**src/sv/hnm_pkg.sv**
```systemverilog
package hnm_pkg;

    // Field widths of the host-side items.
    localparam int NODE_FW  = 12;
    localparam int SYM_W    = 6;
    localparam int PID_W    = 10;
    localparam int CHAR_W   = 8;
    localparam int CNT_W    = 10;

    localparam int NODES_DEF = 4096;
    localparam int ALPHABET  = 38;
    localparam int PATTERNS  = 1023;

    localparam logic [SYM_W-1:0] SYM_DOT    = SYM_W'(10 + 26);
    localparam logic [SYM_W-1:0] SYM_HYPHEN = SYM_W'(10 + 26 + 1);
    localparam logic [SYM_W-1:0] SYM_NONE   = SYM_W'(10 + 26 + 2);

    localparam logic [CNT_W-1:0] MAX_CHARS_RESET = CNT_W'(255);

    typedef enum logic [1:0] {
        FUNC_CHILD = 2'd0,
        FUNC_NODE  = 2'd1,
        FUNC_CHAR  = 2'd2,
        FUNC_NOP   = 2'd3
    } func_t;

    typedef struct packed {
        logic [1:0]         func;
        logic [NODE_FW-1:0] node;
        logic [SYM_W-1:0]   symbol;
        logic [NODE_FW-1:0] child_node;
        logic [NODE_FW-1:0] fail_node;
        logic [PID_W-1:0]   pattern_id;
        logic [CHAR_W-1:0]  char_code;
        logic               last;
    } hnm_in_t;

    typedef struct packed {
        logic             blocked;
        logic [PID_W-1:0] hit_pattern;
        logic             bad_char;
    } hnm_out_t;

    typedef enum logic [2:0] {
        ST_CLEAR,
        ST_IDLE,
        ST_LOOKUP,
        ST_CHECK,
        ST_MREAD,
        ST_MDONE,
        ST_EMIT
    } hnm_state_t;

    // Commands from the controller to the datapath.
    typedef struct packed {
        logic clr_wr;
        logic wr_child;
        logic wr_node;
        logic char_start;
        logic lookup;
        logic check;
        logic mread;
        logic finish;
        logic emit;
    } hnm_cmd_t;

    // Status from the datapath to the controller.
    typedef struct packed {
        logic [1:0] func;
        logic       clr_done;
        logic       char_skip;
        logic       char_imm;
        logic       go_match;
        logic       finish_emit;
        logic       out_free;
    } hnm_stat_t;

    // Digits, case-folded letters, dot and hyphen; everything else is outside the alphabet.
    function automatic logic [SYM_W-1:0] sym_of(input logic [CHAR_W-1:0] c);
        logic [SYM_W-1:0] s;
        s = SYM_NONE;
        if (c >= "0" && c <= "9") begin
            s = SYM_W'(c - "0");
        end else if (c >= "A" && c <= "Z") begin
            s = SYM_W'(c - "A" + 8'd10);
        end else if (c >= "a" && c <= "z") begin
            s = SYM_W'(c - "a" + 8'd10);
        end else if (c == ".") begin
            s = SYM_DOT;
        end else if (c == "-") begin
            s = SYM_HYPHEN;
        end
        return s;
    endfunction

endpackage

```
**src/sv/hnm_ctrl.sv**
```systemverilog
module hnm_ctrl (
    input  logic               aclk,
    input  logic               aresetn,
    input  logic               s_valid,
    output logic               s_ready,
    input  hnm_pkg::hnm_stat_t stat,
    output hnm_pkg::hnm_cmd_t  cmd
);

    import hnm_pkg::*;

    hnm_state_t state_reg;
    hnm_state_t state_next;

    always_ff @(posedge aclk) begin
        if (!aresetn) begin
            state_reg <= ST_CLEAR;
        end else begin
            state_reg <= state_next;
        end
    end

    always_comb begin
        state_next = state_reg;
        cmd        = '0;
        s_ready    = 1'b0;
        case (state_reg)
            ST_CLEAR: begin
                cmd.clr_wr = 1'b1;
                if (stat.clr_done) begin
                    state_next = ST_IDLE;
                end
            end
            ST_IDLE: begin
                s_ready = 1'b1;
                if (s_valid) begin
                    case (stat.func)
                        FUNC_CHILD: begin
                            cmd.wr_child = 1'b1;
                        end
                        FUNC_NODE: begin
                            cmd.wr_node = 1'b1;
                        end
                        FUNC_CHAR: begin
                            cmd.char_start = 1'b1;
                            if (!stat.char_skip) begin
                                state_next = stat.char_imm ? ST_EMIT : ST_LOOKUP;
                            end
                        end
                        default: begin
                        end
                    endcase
                end
            end
            ST_LOOKUP: begin
                cmd.lookup = 1'b1;
                state_next = ST_CHECK;
            end
            ST_CHECK: begin
                cmd.check  = 1'b1;
                state_next = stat.go_match ? ST_MREAD : ST_LOOKUP;
            end
            ST_MREAD: begin
                cmd.mread  = 1'b1;
                state_next = ST_MDONE;
            end
            ST_MDONE: begin
                cmd.finish = 1'b1;
                state_next = stat.finish_emit ? ST_EMIT : ST_IDLE;
            end
            ST_EMIT: begin
                if (stat.out_free) begin
                    cmd.emit   = 1'b1;
                    state_next = ST_IDLE;
                end
            end
            default: begin
                state_next = ST_CLEAR;
            end
        endcase
    end

endmodule

```
**config.mk**
```make
export PLATFORM = sky130hd
export DESIGN_NAME = hnm_ctrl
export DESIGN_NICKNAME = d
export VERILOG_FILES = /design/src/sv/hnm_pkg.sv /design/src/sv/hnm_ctrl.sv
export SDC_FILE = /design/constraint.sdc
export NUM_CORES = 1
export LEC_CHECK = 0
export BUFFER_PORTS_ARGS = -buffer_cell sky130_fd_sc_hd__buf_2
export CORE_AREA = 2 2 39 41
export CTS_BUF_LIST = sky130_fd_sc_hd__clkbuf_4
export DETAILED_ROUTE_END_ITERATION = 6
export DIE_AREA = 0 0 41 43
export PLACE_DENSITY_LB_ADDON = 0.1
export SLEW_MARGIN = 25
export SYNTH_ARGS = -nofsm -noshare
export SYNTH_HDL_FRONTEND = slang
export SYNTH_SLANG_ARGS = --single-unit
```
**constraint.sdc**
```tcl
create_clock -name aclk -period 2.9 [get_ports aclk]
set_input_delay 0.145 -clock aclk [delete_from_list [all_inputs] [get_ports aclk]]
set_output_delay 0.145 -clock aclk [all_outputs]
set_load 0.05 [all_outputs]
```
==> results of run 1 <==
area by class of cell:
cell class                 count  area, sq um  area share [%]
inverter                       3        11.26           2.507
timing repair buffer          20        100.1           22.28
sequential                     3        60.06           13.37
multi-input combinational     34        227.7           50.70
clock buffer                   4        30.03           6.685
tap                           16        20.02           4.457
metrics by stage:
| stage | util, % | total power, W |
|---|---|---|
| 2_1_floorplan | - | 0.0001149 |
| 3_3_place_gp | 30.29 | 0.0001350 |
| 3_5_place_dp | 30.29 | 0.0001343 |
| 4_1_cts | 32.46 | 0.0002205 |
| 5_1_grt | 32.46 | 0.0002293 |
| 6_report | 32.46 | 0.0002152 |
worst max-delay path: cells and delay by family (launching register included):
kind | cells | cell delay [ns]
flip-flops | 1 | 0.40
AND/OR/NAND/NOR | 3 | 0.45
buffers and inverters | 2 | 0.45
power by group through the flow:
stage | combinational (W) | clock [W] | sequential, W
floorplan | 0.0000664 | 0 | 0.0000485
global placement | 0.0000805 | 0 | 0.0000546
detailed placement | 0.0000801 | 0 | 0.0000542
CTS | 0.0000803 | 0.0000867 | 0.0000535
global route | 0.0000850 | 0.0000892 | 0.0000551
finish | 0.0000798 | 0.0000817 | 0.0000536
cell families after synthesis:
logic type / count (synthesis)
and+or+nand+nor: 25
buffers and inverters: 5
DFF: 3
muxes: 1
AOI/OAI and AO/OA: 8
path summary, 6_finish.rpt:
path | from | to
min | aresetn | state_reg[0]$_SDFFE_PN0P_
max reg2reg | state_reg[1]$_SDFFE_PN0P_ | state_reg[2]$_SDFFE_PN0P_
min reg2reg | state_reg[0]$_SDFFE_PN0P_ | state_reg[0]$_SDFFE_PN0P_
max | state_reg[2]$_SDFFE_PN0P_ | cmd[6]
per-layer routing:
metal  up-vias  GRT usage, %
met4         0         8.000
met1       165         12.86
met2        13         14.06
li1        197             -
met5         -             0
met3         0         3.665
cell usage after synthesis:
cell,instances
or2b_1,1
and4_1,1
o21ai_2,1
nor2_1,4
and3_2,1
mux2_2,1
inv_1,3
o21ai_1,2
buf_6,1
o21a_1,1
or3_1,1
buf_4,1
o32a_1,1
nor3b_2,2
a31oi_1,1
dfxtp_1,3
or2_2,1
o221ai_1,1
nand2_2,1
and4bb_2,1
nand4b_1,1
a21oi_1,1
and3_1,4
nand3_1,1
nor3_1,3
nand2_1,3
==> impl_results.md, run 1 <==
* Status: finished, final reports clean
* Largest net degree at the start of global routing at 14
* Syn avg cell area at 7.567 sq um
* Via-per-instance ratio at 4.688
* Post-route setup TNS at 0 ns
* H-tree depth at 1
* Fmax at 594.7 MHz
* Layout cell share with drive strength beyond 1 at 50.00%
* Arr. time, crit path at 1.54 ns
* CP max-delay cell: dfxtp_1
* CP Max Fanout at 12
* Net Sw Power at 0.00008116 W
* Via count at 375
* Drt drc at 0
* Vias in the first global route at 323
* Worst VDD drop at 0.2002 mV
* Sw frac at 37.72%
* Dpl ws at 1.463 ns
* Final number of hold-violating endpoints at 0
* Placed cell areas at 419.2 sq um
* CTS Buffer Depth at 2
* Die height at 43 um
* Post-synthesis xor/xnor area fraction at 0%
* Final WS setup at 1.219 ns
* Max-slew headroom at 76.02%
* Most frequent cells in the layout: buf_2 (20), and3_1 (4), nor2_1 (4), clkbuf_4 (4)
* Fillers at 159
* Root buf cell: clkbuf_4
* Hold WC Path Type: in -> reg
* Area Growth Syn to Fin at 41.34%
* Routability cong. at 0.6677
* Drt total wl at 852 um
* M1 wire length at 392 um
* GRT overflow at 0
* Synth Area in Simple Gates at 50.39%
* Initial core utilization at 22.97%
* Global-route wire length before repair at 1.228 mm
* CP Class: reg -> out
* Hold path cells at 2
* Critical path cell sequence: inv_1 -> and3_1 -> nand2_2 -> nor3b_2 -> buf_2
* Largest family of logic cells by synthesized area: simple AND/OR/NAND/NOR gates
* Placed cells at 76
* Max Used Layer: met3
* Num ports at 21
* Final hold slack at 0.1667 ns
* Setup violators final at 0
* Cell Count, Final, Fillers Out at 80
* Top cells by area, synth: dfxtp_1 (19%), and3_1 (7.9%), nor3b_2 (7.9%), nor3_1 (4.7%), nor2_1 (4.7%)
* Worst Reg2Reg Path Length in Cells at 4
* Slew Viols, Final at 0
* Yosys cell types at 26
* Area of the mapped netlist at 317.8 sq um
* Leading cell type in the layout, fill and taps excluded: buf_2
* Design area at 449.2 sq um
* RSZ-0062 raised after global routing: false
* # Post-CTS Setup Buffers at 0
* Metal2 WL at 388 um
* ANT nets after route at 0
* Clock network fraction of total power at 38.0%
* Number of flip-flops in the largest register at 3
* Core Box Area at 1384 sq um
* Max incr delay on CP at 0.40 ns
* CTS hold repair buffers at 0
* Die ar. at 1763 sq um
* Endpoint class of the critical path: output port
* Clock-pin slew on the worst setup and hold paths at 0.04 ns
* Int Pwr at 0.0001340 W
* Initial antenna violation count at 0
* Post-route clock period utilization at 57.98%
* Clock sinks at 3
* N_diodes at 0
* Cell leakage power at 0.2241 nW
* YS warnings at 0
* Maxcap violations at 0
* DRT iter0 DRCs at 8
* Mux contribution to synthesized area at 3.543%
* Cells after synthesis at 42
* Flip-flop and latch count after synthesis at 3
* Required time of the critical path at 2.76 ns
* Area fraction in compound gates after synthesis at 17.72%
* TritonCTS clock tree: built
* Port Buffer Count at 20
* Cts bufs inserted at 3
* DP HPWL at 657.4 um
* CP Launch Type: register
* Final-stage net count at 76
* Die Width at 41 um
* Metal3 WL at 71 um
* Seq/Total Area, Yosys at 18.90%
* Pwr dens at 479.1 nW/um^2
* Final min period at 1.681 ns
* Internal reg-to-reg setup slack at 1.58 ns
* Post-Synth Adder-Cell Area at 0%
* CTS resizes at 0
* GRT Util Overall at 10.44%
* Worst slew pin tran at 0.3592 ns
* Top cell type's share of synthesized area at 18.90%
* Register share of total power at 24.9%
* Combinational power share at 37.1%
* Clock Skews at 0.001045 ns
* Core Rows at 14
* Syn Nets at 53
* Synth area leader: dfxtp_1
* Routed len/inst at 10.65 um
* First drt pass iteration count at 4
* Clk_lat worst skew at 0.23 ns
Power figures use the tool's default switching activity.
==> run 2: changes to the inputs <==
ABC_AREA = 1   (was unset)
clock period = 1.55 ns   (was 2.9 ns; I/O delays follow)
==> run 2 against run 1 <==
Effect of this change: power rose by 150%; sequential power increased by 110%; setup slack got worse by 1.1 ns; register-to-register slack worse by 1.1 ns; wire length decreased by 12%; final cell count up 16%; combinational power grew to 3.3 times the previous value; clock skew is essentially flat.
==> impl_results.md, run 2 <==
* Seq/Total Area, Yosys at 19.67%
* Worst VDD drop at 0.4364 mV
* Flip-flop and latch count after synthesis at 3
* Post-synth ARST share at 0%
* Via count at 390
* Max-slew headroom at 83.42%
* Syn avg cell area at 5.654 sq um
* Fillers at 160
* Top cell type's share of synthesized area at 19.67%
* Num ports at 21
* Ys flop type: dfxtp_1
* CP Launch Type: register
* CP Class: reg -> out
* Most frequent cells in the layout: buf_2 (19), nand2_1 (11), inv_1 (10), clkbuf_4 (5), inv_2 (4)
* Post-route clock period utilization at 90.03%
* Crit path to: cmd[6]
* Internal reg-to-reg setup slack at 0.46 ns
* Pwr dens at 1171 nW/um^2
* Int Pwr at 0.0002797 W
* DRT iter0 DRCs at 9
* Clock sinks at 3
* Worst reg2reg endpoint: state_reg[2]$_SDFFE_PN0P_
* CTS Buffer Depth at 2
* Die height at 43 um
* Core Box Area at 1384 sq um
* Required time of the critical path at 1.47 ns
* Net Sw Power at 0.0002490 W
* Port Buffer Count at 20
* Maxcap violations at 0
* Dpl ws at 0.3219 ns
* Drt drc at 0
* Post-synth EDFFs at 0
* Final number of hold-violating endpoints at 0
* Post-Synth Adder-Cell Area at 0%
* GRT Util Overall at 9.729%
* PnR Total Power at 0.0005287 W
* Layout cell share with drive strength beyond 1 at 45.45%
* Initial antenna violation count at 0
* Largest net degree at the start of global routing at 9
* Metal3 WL at 52 um
* Number of flip-flops in the largest register at 3
* RSZ-0062 raised after global routing: false
* Sw frac at 47.10%
* Die ar. at 1763 sq um
* Largest family of logic cells by synthesized area: simple AND/OR/NAND/NOR gates
* Setup violators final at 0
* Clock Skews at 0.0005480 ns
* Hold WC Path Type: in -> reg
* Drt total wl at 754 um
* Synth area leader: dfxtp_1
* # Post-CTS Setup Buffers at 0
* Post-synthesis xor/xnor area fraction at 0%
* DP HPWL at 624.4 um
* Slew Viols, Final at 0
* Die Width at 41 um
* Vias in the first global route at 315
* H-tree depth at 1
* TritonCTS clock tree: built
* Area fraction in compound gates after synthesis at 11.89%
* Synth top cells by count: nand2_1 (11), inv_1 (10), inv_2 (4)
* CTS hold repair buffers at 0
* CP Max Fanout at 6
* Mux contribution to synthesized area at 0%
* Fmax at 716.6 MHz
* Clk_lat worst skew at 0.23 ns
* Top cells by area, synth: dfxtp_1 (20%), nand2_1 (14%), inv_1 (12%), nor2_2 (6.1%), nor4_1 (6.1%)
* Final-stage net count at 89
* Clock network fraction of total power at 29.2%
* R2r startpoint: state_reg[1]$_SDFFE_PN0P_
* N_diodes at 0
* Cells after synthesis at 54
* Root buf cell: clkbuf_4
* M1 wire length at 365 um
* Cts bufs inserted at 3
* Arr. time, crit path at 1.32 ns
* Cell leakage power at 0.2774 nW
* Final min period at 1.395 ns
* Placed cells at 89
* Routed len/inst at 8.108 um
* Worst Reg2Reg Path Length in Cells at 7
* Area Growth Syn to Fin at 47.95%
* Via-per-instance ratio at 4.194
* Yosys cell types at 20
* YS warnings at 0
* Initial core utilization at 22.06%
* Worst slew pin tran at 0.2504 ns
* Routability cong. at 0.6104
* ANT nets after route at 0
* Clock-pin slew on the worst setup and hold paths at 0.04 ns
* Crit. Startpoint: state_reg[2]$_SDFFE_PN0P_
* Util after Layout at 32.64%
* GRT overflow at 0
* Syn Nets at 65
* Combinational power share at 49.1%
* Leading cell type in the layout, fill and taps excluded: buf_2
* Global-route wire length before repair at 1.110 mm
* Endpoint class of the critical path: output port
* First drt pass iteration count at 4
* Max Used Layer: met4
* Status: finished, final reports clean
* Register share of total power at 21.7%
* Core Rows at 14
* Count leader, synth: nand2_1
* Cell Count, Final, Fillers Out at 93
* Synth Area in Simple Gates at 47.54%
* Metal2 WL at 320 um
* Area of the mapped netlist at 305.3 sq um
* Post-route setup TNS at 0 ns
* Final WS setup at 0.1545 ns
-- run 2: routing by layer --
metal  GRT usage (%)  vias to the layer above
li1                -                      214
met1           11.86                      161
met2           13.13                       13
met3           3.141                        2
met4           8.000                        0
met5               0                        -
-- run 2: logic make-up after synthesis --
group                  count (synthesis)
buffers and inverters                 16
AO/OA/AOI/OAI                          6
AND/OR/NAND/NOR                       29
flip-flops                             3
-- run 2: stage by stage --
stage | hold slack [ns] | instance area, sq um
6_report | 0.03959 | 451.7
3_5_place_dp | 0.2797 | 417.9
3_3_place_gp | 0.2876 | 417.9
4_1_cts | 0.03408 | 447.9
5_1_grt | 0.04967 | 451.7
2_1_floorplan | 0.1751 | 305.3
-- run 2: cell type report --
type	instances	area, sq um	area share (%)
inverter	15	56.30	12.47
timing repair buffer	20	102.6	22.71
clock buffer	4	30.03	6.648
multi-input combinational	35	181.4	40.17
tap	16	20.02	4.432
sequential	3	61.31	13.57
-- run 2: worst min-delay path by stage --
stage                                end  slack [ns]  cells after the start  startpoint
6_report       state_reg[0]$_SDFFE_PN0P_        0.04                      3     aresetn
5_1_grt        state_reg[0]$_SDFFE_PN0P_        0.05                      3     aresetn
4_1_cts        state_reg[0]$_SDFFE_PN0P_        0.03                      3     aresetn
3_5_place_dp   state_reg[0]$_SDFFE_PN0P_        0.28                      3     aresetn
3_3_place_gp   state_reg[0]$_SDFFE_PN0P_        0.29                      3     aresetn
2_1_floorplan  state_reg[0]$_SDFFE_PN0P_        0.18                      2     aresetn
-- run 2: repair_timing --
action / CTS / global route
resized for setup: 0 / 2
endpoints found under the hold margin: 0 / 0
setup endpoints to repair: 0 / 1
-- run 2: power by group through the flow --
stage	registers, W	logic [W]	clock network (W)
2_1_floorplan	0.000100	0.000220	0
3_3_place_gp	0.000114	0.000264	0
3_5_place_dp	0.000114	0.000261	0
4_1_cts	0.000113	0.000262	0.000162
5_1_grt	0.000116	0.000284	0.000170
6_report	0.000115	0.000260	0.000154
-- run 2: critical path: stages (launching register included) --
cell	delay, ns
dfxtp_1	0.35
inv_2	0.11
nand3_2	0.14
nor4_1	0.20
clkbuf_4	0.28
